### config.mk
export PLATFORM = sky130hd
export DESIGN_NAME = bf_instruction_window_decoder_unit
export DESIGN_NICKNAME = d
export VERILOG_FILES = /design/src/sv/bfid_pkg.sv /design/src/sv/bfid_front.sv /design/src/sv/bfid_queue.sv /design/src/sv/bfid_back.sv /design/src/sv/bf_instruction_window_decoder_unit.sv
export SDC_FILE = /design/constraint.sdc
export NUM_CORES = 1
export LEC_CHECK = 0
export ABC_AREA = 0
export BUFFER_PORTS_ARGS = -buffer_cell sky130_fd_sc_hd__buf_2
export CAP_MARGIN = 20
export CORE_MARGIN = 3
export CORE_UTILIZATION = 45
export DETAILED_ROUTE_END_ITERATION = 10
export SYNTH_ARGS = -nofsm -noshare
export SYNTH_HDL_FRONTEND = slang
export SYNTH_SLANG_ARGS = --single-unit
### constraint.sdc
create_clock -name i_clk -period 10 [get_ports i_clk]
set_input_delay 1.5 -clock i_clk [delete_from_list [all_inputs] [get_ports i_clk]]
set_output_delay 1.5 -clock i_clk [all_outputs]
set_load 0.02 [all_outputs]
### src/sv/bfid_pkg.sv
// Shared types, constants and decode functions for the instruction window decoder.
// Depends on nothing; every other file of the block uses it.

package bfid_pkg;

    localparam int unsigned WINDOW_BYTES_DEF = 256;
    localparam int unsigned QUEUE_DEPTH      = 2;
    localparam int unsigned CNT_W            = 9;
    localparam int unsigned ADDR_W           = 32;
    localparam logic [CNT_W-1:0] CNT_MAX     = '1;

    localparam logic [7:0] CH_OPEN  = 8'h5b;
    localparam logic [7:0] CH_CLOSE = 8'h5d;
    localparam logic [7:0] CH_LT    = 8'h3c;
    localparam logic [7:0] CH_GT    = 8'h3e;
    localparam logic [7:0] CH_PLUS  = 8'h2b;
    localparam logic [7:0] CH_MINUS = 8'h2d;
    localparam logic [7:0] CH_COMMA = 8'h2c;
    localparam logic [7:0] CH_DOT   = 8'h2e;
    localparam logic [7:0] CH_ZERO  = 8'h00;
    localparam logic [7:0] CH_ONES  = 8'hff;

    typedef enum logic [3:0] {
        SCAN_SEARCH = 4'b0001,
        SCAN_MATCH  = 4'b0010,
        SCAN_ILL    = 4'b0100,
        SCAN_STOP   = 4'b1000
    } t_scan_state;

    typedef enum logic [3:0] {
        OP_NOP     = 4'd0,
        OP_OPEN    = 4'd1,
        OP_CLOSE   = 4'd2,
        OP_PTR_INC = 4'd3,
        OP_PTR_DEC = 4'd4,
        OP_CEL_INC = 4'd5,
        OP_CEL_DEC = 4'd6,
        OP_OUT     = 4'd7,
        OP_IN      = 4'd8,
        OP_TRAP    = 4'd9,
        OP_ILLEGAL = 4'd10
    } t_op_kind;

    // Summary of one finished window, handed from the scanner to the decoder.
    typedef struct packed {
        logic [7:0]        lead_byte;
        logic [ADDR_W-1:0] base_address;
        logic [CNT_W-1:0]  run_count;
        t_scan_state       scan_state;
        logic [ADDR_W-1:0] jump_address;
    } t_win_sum;

    function automatic logic [3:0] key_of(input logic [7:0] c);
        logic [3:0] k;
        unique case (c)
            CH_OPEN:  k = 4'd1;
            CH_CLOSE: k = 4'd2;
            CH_LT:    k = 4'd3;
            CH_GT:    k = 4'd4;
            CH_PLUS:  k = 4'd5;
            CH_MINUS: k = 4'd6;
            CH_COMMA: k = 4'd7;
            CH_DOT:   k = 4'd8;
            default:  k = 4'd0;
        endcase
        return k;
    endfunction

    function automatic t_op_kind kind_of(input logic [7:0] c);
        t_op_kind k;
        unique case (c)
            CH_OPEN:          k = OP_OPEN;
            CH_CLOSE:         k = OP_CLOSE;
            CH_GT:            k = OP_PTR_INC;
            CH_LT:            k = OP_PTR_DEC;
            CH_PLUS:          k = OP_CEL_INC;
            CH_MINUS:         k = OP_CEL_DEC;
            CH_DOT:           k = OP_OUT;
            CH_COMMA:         k = OP_IN;
            CH_ZERO, CH_ONES: k = OP_TRAP;
            default:          k = OP_NOP;
        endcase
        return k;
    endfunction

endpackage

### src/sv/bfid_front.sv
// Window scanner: accepts program bytes, tracks run length and bracket depth.
// Depends on bfid_pkg; pushes one window summary per last byte into the queue.

module bfid_front #(
    parameter int unsigned WINDOW_BYTES = bfid_pkg::WINDOW_BYTES_DEF
) (
    input  logic               i_clk,
    input  logic               i_rst_n,
    input  logic               i_accept,
    input  logic [7:0]         i_code_byte,
    input  logic [31:0]        i_op_address,
    input  logic               i_last_byte,
    output logic               o_push,
    output bfid_pkg::t_win_sum o_sum
);

    localparam int unsigned POS_W = $clog2(WINDOW_BYTES + 1);
    localparam logic [POS_W-1:0] POS_END = POS_W'(WINDOW_BYTES);

    logic                        r_in_window, n_in_window;
    logic [7:0]                  r_lead, n_lead;
    logic [31:0]                 r_base, n_base;
    logic [POS_W-1:0]            r_pos, n_pos;
    logic [bfid_pkg::CNT_W-1:0]  r_run, n_run;
    logic                        r_run_open, n_run_open;
    logic [bfid_pkg::CNT_W-1:0]  r_depth, n_depth;
    bfid_pkg::t_scan_state       r_scan, n_scan;
    logic [31:0]                 r_next_addr, n_next_addr;
    logic [31:0]                 r_jump, n_jump;
    logic [bfid_pkg::CNT_W-1:0]  w_depth_dec;

    assign w_depth_dec = (r_depth != '0) ? r_depth - 1'b1 : r_depth;

    always_comb begin
        n_in_window = r_in_window;
        n_lead      = r_lead;
        n_base      = r_base;
        n_pos       = r_pos;
        n_run       = r_run;
        n_run_open  = r_run_open;
        n_depth     = r_depth;
        n_scan      = r_scan;
        n_next_addr = r_next_addr;
        n_jump      = r_jump;
        if (i_accept) begin
            n_in_window = !i_last_byte;
            if (!r_in_window) begin
                n_lead      = i_code_byte;
                n_base      = i_op_address;
                n_pos       = POS_W'(1);
                n_run       = bfid_pkg::CNT_W'(1);
                n_run_open  = 1'b1;
                n_depth     = bfid_pkg::CNT_W'(1);
                n_scan      = bfid_pkg::SCAN_SEARCH;
                n_next_addr = i_op_address + 32'd2;
                n_jump      = '0;
            end else if (r_pos < POS_END) begin
                if (r_run_open) begin
                    if (i_code_byte == r_lead) begin
                        if (r_run != bfid_pkg::CNT_MAX) begin
                            n_run = r_run + 1'b1;
                        end
                    end else begin
                        n_run_open = 1'b0;
                    end
                end
                if (r_lead == bfid_pkg::CH_OPEN && r_scan == bfid_pkg::SCAN_SEARCH) begin
                    priority if (i_code_byte == bfid_pkg::CH_OPEN) begin
                        if (r_depth != bfid_pkg::CNT_MAX) begin
                            n_depth = r_depth + 1'b1;
                        end
                    end else if (i_code_byte == bfid_pkg::CH_CLOSE) begin
                        n_depth = w_depth_dec;
                        if (w_depth_dec == '0) begin
                            n_scan = bfid_pkg::SCAN_MATCH;
                            n_jump = r_next_addr;
                        end
                    end else if (i_code_byte == bfid_pkg::CH_ZERO) begin
                        n_scan = bfid_pkg::SCAN_STOP;
                    end else if (i_code_byte == bfid_pkg::CH_ONES) begin
                        n_scan = bfid_pkg::SCAN_ILL;
                    end else begin
                        n_scan = r_scan;
                    end
                end
                n_pos       = r_pos + 1'b1;
                n_next_addr = r_next_addr + 32'd1;
            end
        end
    end

    assign o_push             = i_accept && i_last_byte;
    assign o_sum.lead_byte    = n_lead;
    assign o_sum.base_address = n_base;
    assign o_sum.run_count    = n_run;
    assign o_sum.scan_state   = n_scan;
    assign o_sum.jump_address = n_jump;

    always_ff @(posedge i_clk) begin
        if (!i_rst_n) begin
            r_in_window <= 1'b0;
            r_scan      <= bfid_pkg::SCAN_SEARCH;
        end else begin
            r_in_window <= n_in_window;
            r_scan      <= n_scan;
        end
    end

    always_ff @(posedge i_clk) begin
        r_lead      <= n_lead;
        r_base      <= n_base;
        r_pos       <= n_pos;
        r_run       <= n_run;
        r_run_open  <= n_run_open;
        r_depth     <= n_depth;
        r_next_addr <= n_next_addr;
        r_jump      <= n_jump;
    end

endmodule

### src/sv/bfid_queue.sv
// Short queue of window summaries between the scanner and the decoder.
// Depends on bfid_pkg for the summary type and the queue depth.

module bfid_queue (
    input  logic               i_clk,
    input  logic               i_rst_n,
    input  logic               i_push,
    input  bfid_pkg::t_win_sum i_sum,
    input  logic               i_pop,
    output logic               o_full,
    output logic               o_valid,
    output bfid_pkg::t_win_sum o_sum
);

    localparam int unsigned PTR_W = $clog2(bfid_pkg::QUEUE_DEPTH);
    localparam int unsigned CNT_Q = $clog2(bfid_pkg::QUEUE_DEPTH + 1);

    bfid_pkg::t_win_sum r_mem [bfid_pkg::QUEUE_DEPTH];
    logic [PTR_W-1:0]   r_wr_ptr, r_rd_ptr;
    logic [CNT_Q-1:0]   r_count;
    logic               w_push, w_pop;

    assign o_full  = (r_count == CNT_Q'(bfid_pkg::QUEUE_DEPTH));
    assign o_valid = (r_count != '0);
    assign o_sum   = r_mem[r_rd_ptr];
    assign w_push  = i_push && !o_full;
    assign w_pop   = i_pop && o_valid;

    always_ff @(posedge i_clk) begin
        if (w_push) begin
            r_mem[r_wr_ptr] <= i_sum;
        end
    end

    always_ff @(posedge i_clk) begin
        if (!i_rst_n) begin
            r_wr_ptr <= '0;
            r_rd_ptr <= '0;
            r_count  <= '0;
        end else begin
            if (w_push) begin
                r_wr_ptr <= (r_wr_ptr == PTR_W'(bfid_pkg::QUEUE_DEPTH - 1)) ? '0
                                                                          : r_wr_ptr + 1'b1;
            end
            if (w_pop) begin
                r_rd_ptr <= (r_rd_ptr == PTR_W'(bfid_pkg::QUEUE_DEPTH - 1)) ? '0
                                                                          : r_rd_ptr + 1'b1;
            end
            unique case ({w_push, w_pop})
                2'b10:   r_count <= r_count + 1'b1;
                2'b01:   r_count <= r_count - 1'b1;
                default: r_count <= r_count;
            endcase
        end
    end

endmodule

### src/sv/bfid_back.sv
// Decoder: turns a window summary into the instruction word and holds it for output.
// Depends on bfid_pkg for the summary type, op kinds and decode functions.

module bfid_back (
    input  logic               i_clk,
    input  logic               i_rst_n,
    input  logic               i_valid,
    input  bfid_pkg::t_win_sum i_sum,
    output logic               o_pop,
    input  logic               i_out_ready,
    output logic               o_out_valid,
    output logic [3:0]         o_op_kind,
    output logic [3:0]         o_key_index,
    output logic [8:0]         o_op_length,
    output logic               o_match_found,
    output logic [31:0]        o_jump_target,
    output logic [31:0]        o_fall_target
);

    logic                r_valid;
    bfid_pkg::t_op_kind  r_kind, n_kind;
    logic [3:0]          r_key;
    logic [8:0]          r_len, n_len;
    logic                r_found, n_found;
    logic [31:0]         r_jump, n_jump;
    logic [31:0]         r_fall, n_fall;

    assign o_pop = i_valid && (!r_valid || i_out_ready);

    always_comb begin
        n_kind  = bfid_pkg::kind_of(i_sum.lead_byte);
        n_len   = 9'd1;
        n_found = 1'b0;
        n_jump  = '0;
        n_fall  = '0;
        unique case (n_kind)
            bfid_pkg::OP_OPEN: begin
                n_fall = i_sum.base_address + 32'd1;
                if (i_sum.scan_state == bfid_pkg::SCAN_MATCH) begin
                    n_found = 1'b1;
                    n_jump  = i_sum.jump_address;
                end else if (i_sum.scan_state == bfid_pkg::SCAN_ILL) begin
                    n_kind = bfid_pkg::OP_ILLEGAL;
                end
            end
            bfid_pkg::OP_PTR_INC, bfid_pkg::OP_PTR_DEC,
            bfid_pkg::OP_CEL_INC, bfid_pkg::OP_CEL_DEC: begin
                n_len = i_sum.run_count;
            end
            default: begin
                n_len = 9'd1;
            end
        endcase
    end

    always_ff @(posedge i_clk) begin
        if (!i_rst_n) begin
            r_valid <= 1'b0;
        end else if (o_pop) begin
            r_valid <= 1'b1;
        end else if (i_out_ready) begin
            r_valid <= 1'b0;
        end
    end

    always_ff @(posedge i_clk) begin
        if (o_pop) begin
            r_kind  <= n_kind;
            r_key   <= bfid_pkg::key_of(i_sum.lead_byte);
            r_len   <= n_len;
            r_found <= n_found;
            r_jump  <= n_jump;
            r_fall  <= n_fall;
        end
    end

    assign o_out_valid   = r_valid;
    assign o_op_kind     = r_kind;
    assign o_key_index   = r_key;
    assign o_op_length   = r_len;
    assign o_match_found = r_found;
    assign o_jump_target = r_jump;
    assign o_fall_target = r_fall;

endmodule

### src/sv/bf_instruction_window_decoder_unit.sv
// Top level of the instruction window decoder: scanner, summary queue and decoder.
// Depends on bfid_pkg, bfid_front, bfid_queue and bfid_back.

// The block takes one program byte per cycle; the first word of a window carries the
// instruction address and the word with tlast closes the window. The scanner keeps the run
// length, the bracket depth and the running jump address in registers. A closed window is
// written into a two-entry queue and then into the registered decoder, so its decoded word
// is presented only after both registers and is held there while the output stalls;
// one-byte windows sustain one word per cycle while the output is ready. The input stalls
// only while the queue holds two undelivered windows.

module bf_instruction_window_decoder_unit #(
    parameter int unsigned WINDOW_BYTES = bfid_pkg::WINDOW_BYTES_DEF
) (
    input  logic        i_clk,
    input  logic        i_rst_n,
    input  logic        s_axis_tvalid,
    output logic        s_axis_tready,
    input  logic [39:0] s_axis_tdata,  // [7:0] code_byte, [39:8] op_address
    input  logic        s_axis_tlast,  // last_byte
    output logic        m_axis_tvalid,
    input  logic        m_axis_tready,
    output logic [79:0] m_axis_tdata,  // [3:0] key_index, [12:4] op_length, [13] match_found,
                                       // [45:14] jump_target, [77:46] fall_target, [79:78] zero
    output logic [3:0]  m_axis_tuser   // op_kind
);

    logic               w_accept;
    logic               w_push;
    logic               w_q_full;
    logic               w_q_valid;
    logic               w_pop;
    bfid_pkg::t_win_sum w_sum_in;
    bfid_pkg::t_win_sum w_sum_out;
    logic [3:0]         w_key;
    logic [8:0]         w_len;
    logic               w_found;
    logic [31:0]        w_jump;
    logic [31:0]        w_fall;

    assign s_axis_tready = !w_q_full;
    assign w_accept      = s_axis_tvalid && s_axis_tready;

    bfid_front #(
        .WINDOW_BYTES(WINDOW_BYTES)
    ) u_front (
        .i_clk        (i_clk),
        .i_rst_n      (i_rst_n),
        .i_accept     (w_accept),
        .i_code_byte  (s_axis_tdata[7:0]),
        .i_op_address (s_axis_tdata[39:8]),
        .i_last_byte  (s_axis_tlast),
        .o_push       (w_push),
        .o_sum        (w_sum_in)
    );

    bfid_queue u_queue (
        .i_clk   (i_clk),
        .i_rst_n (i_rst_n),
        .i_push  (w_push),
        .i_sum   (w_sum_in),
        .i_pop   (w_pop),
        .o_full  (w_q_full),
        .o_valid (w_q_valid),
        .o_sum   (w_sum_out)
    );

    bfid_back u_back (
        .i_clk         (i_clk),
        .i_rst_n       (i_rst_n),
        .i_valid       (w_q_valid),
        .i_sum         (w_sum_out),
        .o_pop         (w_pop),
        .i_out_ready   (m_axis_tready),
        .o_out_valid   (m_axis_tvalid),
        .o_op_kind     (m_axis_tuser),
        .o_key_index   (w_key),
        .o_op_length   (w_len),
        .o_match_found (w_found),
        .o_jump_target (w_jump),
        .o_fall_target (w_fall)
    );

    assign m_axis_tdata = {2'b00, w_fall, w_jump, w_found, w_len, w_key};

    a_push_not_full: assert property (@(posedge i_clk) disable iff (!i_rst_n)
        w_push |-> !w_q_full)
        else $error("Window summary pushed into a full queue.");

    a_match_is_open: assert property (@(posedge i_clk) disable iff (!i_rst_n)
        m_axis_tvalid && w_found |-> m_axis_tuser == bfid_pkg::OP_OPEN)
        else $error("Match reported for an instruction that is not an open bracket.");

    a_targets_only_open: assert property (@(posedge i_clk) disable iff (!i_rst_n)
        m_axis_tvalid && m_axis_tuser != bfid_pkg::OP_OPEN
            && m_axis_tuser != bfid_pkg::OP_ILLEGAL |-> w_jump == '0 && w_fall == '0)
        else $error("Branch targets set for a non-bracket instruction.");

    a_length_nonzero: assert property (@(posedge i_clk) disable iff (!i_rst_n)
        m_axis_tvalid |-> w_len != '0)
        else $error("Decoded instruction with zero length.");

endmodule

==> impl_metrics.csv <==
group,metric,value,unit
run_status,outcome,"finished clean",
yosys,synth_top_cell_by_area,"edfxtp_1",
routing,wl_per_cell,18.7,µm
routing,via_per_inst,5.41,
global_route,antenna_found_initial,8,
setup_path,rr_worst_depth,8,
sta,hold_violations,0,
floorplanning,die_h,205,µm
sta,rsz0062_at_grt,"false",
cells_and_area,final_util,0.522,
placed_design,gp_congestion,0.834,
cts,cts_tree,"yes",
floorplanning,row_count,72,
sta,max_freq,242,MHz
setup_path,reg2reg_to,"u_back.o_fall_target[22]",
global_route,met2_usage,0.316,
sta,setup_viol,0,
setup_path,worstPathMaxFanout,55,
setup_path,arrival,4.44,ns
global_route,grt_max_degree,97,
yosys,synth_ff_type,"edfxtp_1",
power,finalPower,5000,µW
cts,htree_levels,2,
yosys,yosysWarnings,0,
setup_path,required,10.31,ns
sta,final.setup.tns,0,ns
global_route,met3_usage,0.0359,
global_route,overflow,0,
yosys,ys_ff_latch,395,
yosys,ys_top_cells_by_count,"303 x edfxtp_1, 251 x nand2_1, 125 x nor2_1",
power,powerDensity,247,nW/µm²
yosys,yosysMostFrequentCell,"edfxtp_1",
floorplanning,dieWidth,205,µm
global_route,grt_pass1_wl,63300,µm
global_route,grt_util_met1,0.262,
cells_and_area,drive_above_1_share,0.169,
setup_path,cpPeakStageDelay,0.74,ns
flow_run,drv_cap,0,
routing,drc,0,
floorplanning,io_pins,131,
setup_path,crit_path_frequent_cell,"buf_4",
routing,drtIter0Drc,741,
yosys,postSynth.asyncResetShare,0,
yosys,syn_area_per_cell,11.9,µm²
yosys,synth_top_area_frac,0.512,
routing,drt-total-wl,40500,µm
cts,worstSkewPairLatency,0.57,ns
yosys,yosysUniqueCellTypes,83,
sta,fin_worst_skew,0.0182,ns
power,p_leak,0.00716,µW
floorplanning,coreArea,38800,µm²
global_route,grt_pass1_vias,11600,
setup_path,crit_chain,"buf_4, buf_4, nand3_1, a22oi_1, nand4_1, a2111oi_2, xor2_1, nor2_1",
routing,dr.pass1.iters,5,
placed_design,port_buffers,128,
yosys,synthCells,1499,
yosys,synth-edff-count,303,
sta,worst_slew_pin_slew,1.07,ns
cts,hold_buffers,0,
min_path,hold_path.startpoint,"u_front.r_base[1]",
setup_path,startpoint_type,"register",
sta,setup_ws,5.87,ns
routing,route.vias.total,11700,
min_path,min_to,"u_front.r_base[1]",
yosys,synth_area_leaders,"edfxtp_1 51%, dfxtp_1 10%, nand2_1 5.3%",
global_route,grt_usage,0.193,
sta,final_max_slew_viol_count,0,
cts,cts_sinks,395,
global_route,grt_busiest_layer,"met2",
floorplanning,start_util,0.458,
power,peakVddDrop,102,µV
cts,clockBufferDepth,3,
yosys,seq_area_frac_synth,0.615,
sta,fin_crit,4.13,ns
setup_path,cpMaxStageDelayCell,"buf_4",
cts,clk_pin_slew,0.06,ns
cells_and_area,final_nets,1666,
min_path,hold_path_depth,2,
cts,cts_made_buffers,43,
floorplanning,dieArea,41900,µm²
cells_and_area,syn_to_final_growth,13.9,%
cts,post_cts_buffers,0,
setup_path,rrSetupSlack,5.87,ns
min_path,hold_path_class,"reg -> reg",
placed_design,place_hpwl,26800,µm
routing,ant_nets,0,
yosys,netlist_area,17800,µm²
cts,root_buffer,"clkbuf_16",
setup_path,setup.worst_path.class,"reg -> reg",
sta,period_share,0.413,
cts,postCtsResizedCells,0,
setup_path,cp-end-kind,"register",
placed_design,post-place-ws,5.73,ns
sta,hold_ws,0.466,ns
sta,slew_headroom,0.286,
-- metrics by stage --
| step | area, µm² | std cells |
|---|---|---|
| finish | 20300 | 2168 |
| global route | 20200 | 2166 |
| CTS | 20200 | 2164 |
| detailed placement | 18900 | 2084 |
| global placement | 18900 | 2084 |
| floorplan | 17800 | 1500 |
-- cells by family after synthesis --
logic type | Yosys count | synth area share
multiplexers | 87 | 0.0498
flip-flops | 395 | 0.615
other | 1 | 0.000211
AO/OA/AOI/OAI | 160 | 0.0720
buffers and inverters | 92 | 0.0244
adder cells (fa/ha/maj) | 9 | 0.00633
XOR/XNOR | 112 | 0.0552
AND/OR/NAND/NOR | 643 | 0.177
-- placed cells by master, fill, tap and decap left out, drive strengths merged, types with 9 or more instances in the layout --
cell	n
and3	21
nand4	21
nor3	22
dfxtp	92
edfxtp	303
and2	18
buf	142
inv	20
xor2	56
clkinv	15
mux2i	75
nor2	125
xnor2	56
clkbuf	58
nand2	254
nand3	58
o211ai	35
or3	14
nand3b	42
nor4	18
a21oi	39
ha	9
o21ai	20
mux2	12
-- power breakdown --
| part | leakage (µW) | internal (µW) | total (µW) | switching (µW) |
|---|---|---|---|---|
| Clock | 0.000678 | 898 | 1540 | 645 |
| Combinational | 0.00287 | 368 | 1090 | 723 |
| Sequential | 0.00361 | 2180 | 2360 | 182 |
| Total | 0.00716 | 3450 | 5000 | 1550 |
-- sequential cells by signal (all words and copies together) (netlist names), 8 cells and up, named ones only --
register              count
u_back.o_fall_target     32
u_back.o_jump_target     32
u_front.r_run             9
u_front.r_jump           32
u_front.r_lead            8
u_front.r_pos             9
u_back.o_op_length        9
u_queue.r_mem           170
u_front.r_next_addr      32
u_front.r_base           32
u_front.r_depth           9
-- metal layers --
layer / wire (µm) / part of all wire
met2: 19200 / 0.47
met1: 18100 / 0.45
met4: 871 / 0.021
met5: 47 / 0.0012
met3: 2300 / 0.057
-- area by class of cell --
cell class,instances,area [µm²]
Sequential cell,395,10900
Tap cell,518,648
Inverter,17,63.8
Fill cell,3364,18600
Antenna cell,3,7.51
Timing Repair Buffer,142,766
Multi-Input combinational cell,1013,6450
Clock inverter,22,201
Clock buffer,58,1160
-- critical path: cells and delay by family (launching register included) --
family	cells	cell delay, ns
compound gates	2	0.89
simple gates	3	0.84
flops	1	0.49
buf+inv	2	1.42
xor+xnor	1	0.17
-- worst max-delay path by stage --
stage	start	end	slack (ns)
after floorplan	m_axis_tready	u_queue.r_count[1]	3.63
after global placement	s_axis_tvalid	u_queue.r_mem[0][26]	5.75
after detailed placement	s_axis_tvalid	u_queue.r_mem[0][78]	5.73
after CTS	register	u_back.o_fall_target[22]	5.83
after global routing	register	u_back.o_fall_target[22]	5.49
final	register	u_back.o_fall_target[22]	5.87
Power figures use the tool's default switching activity.
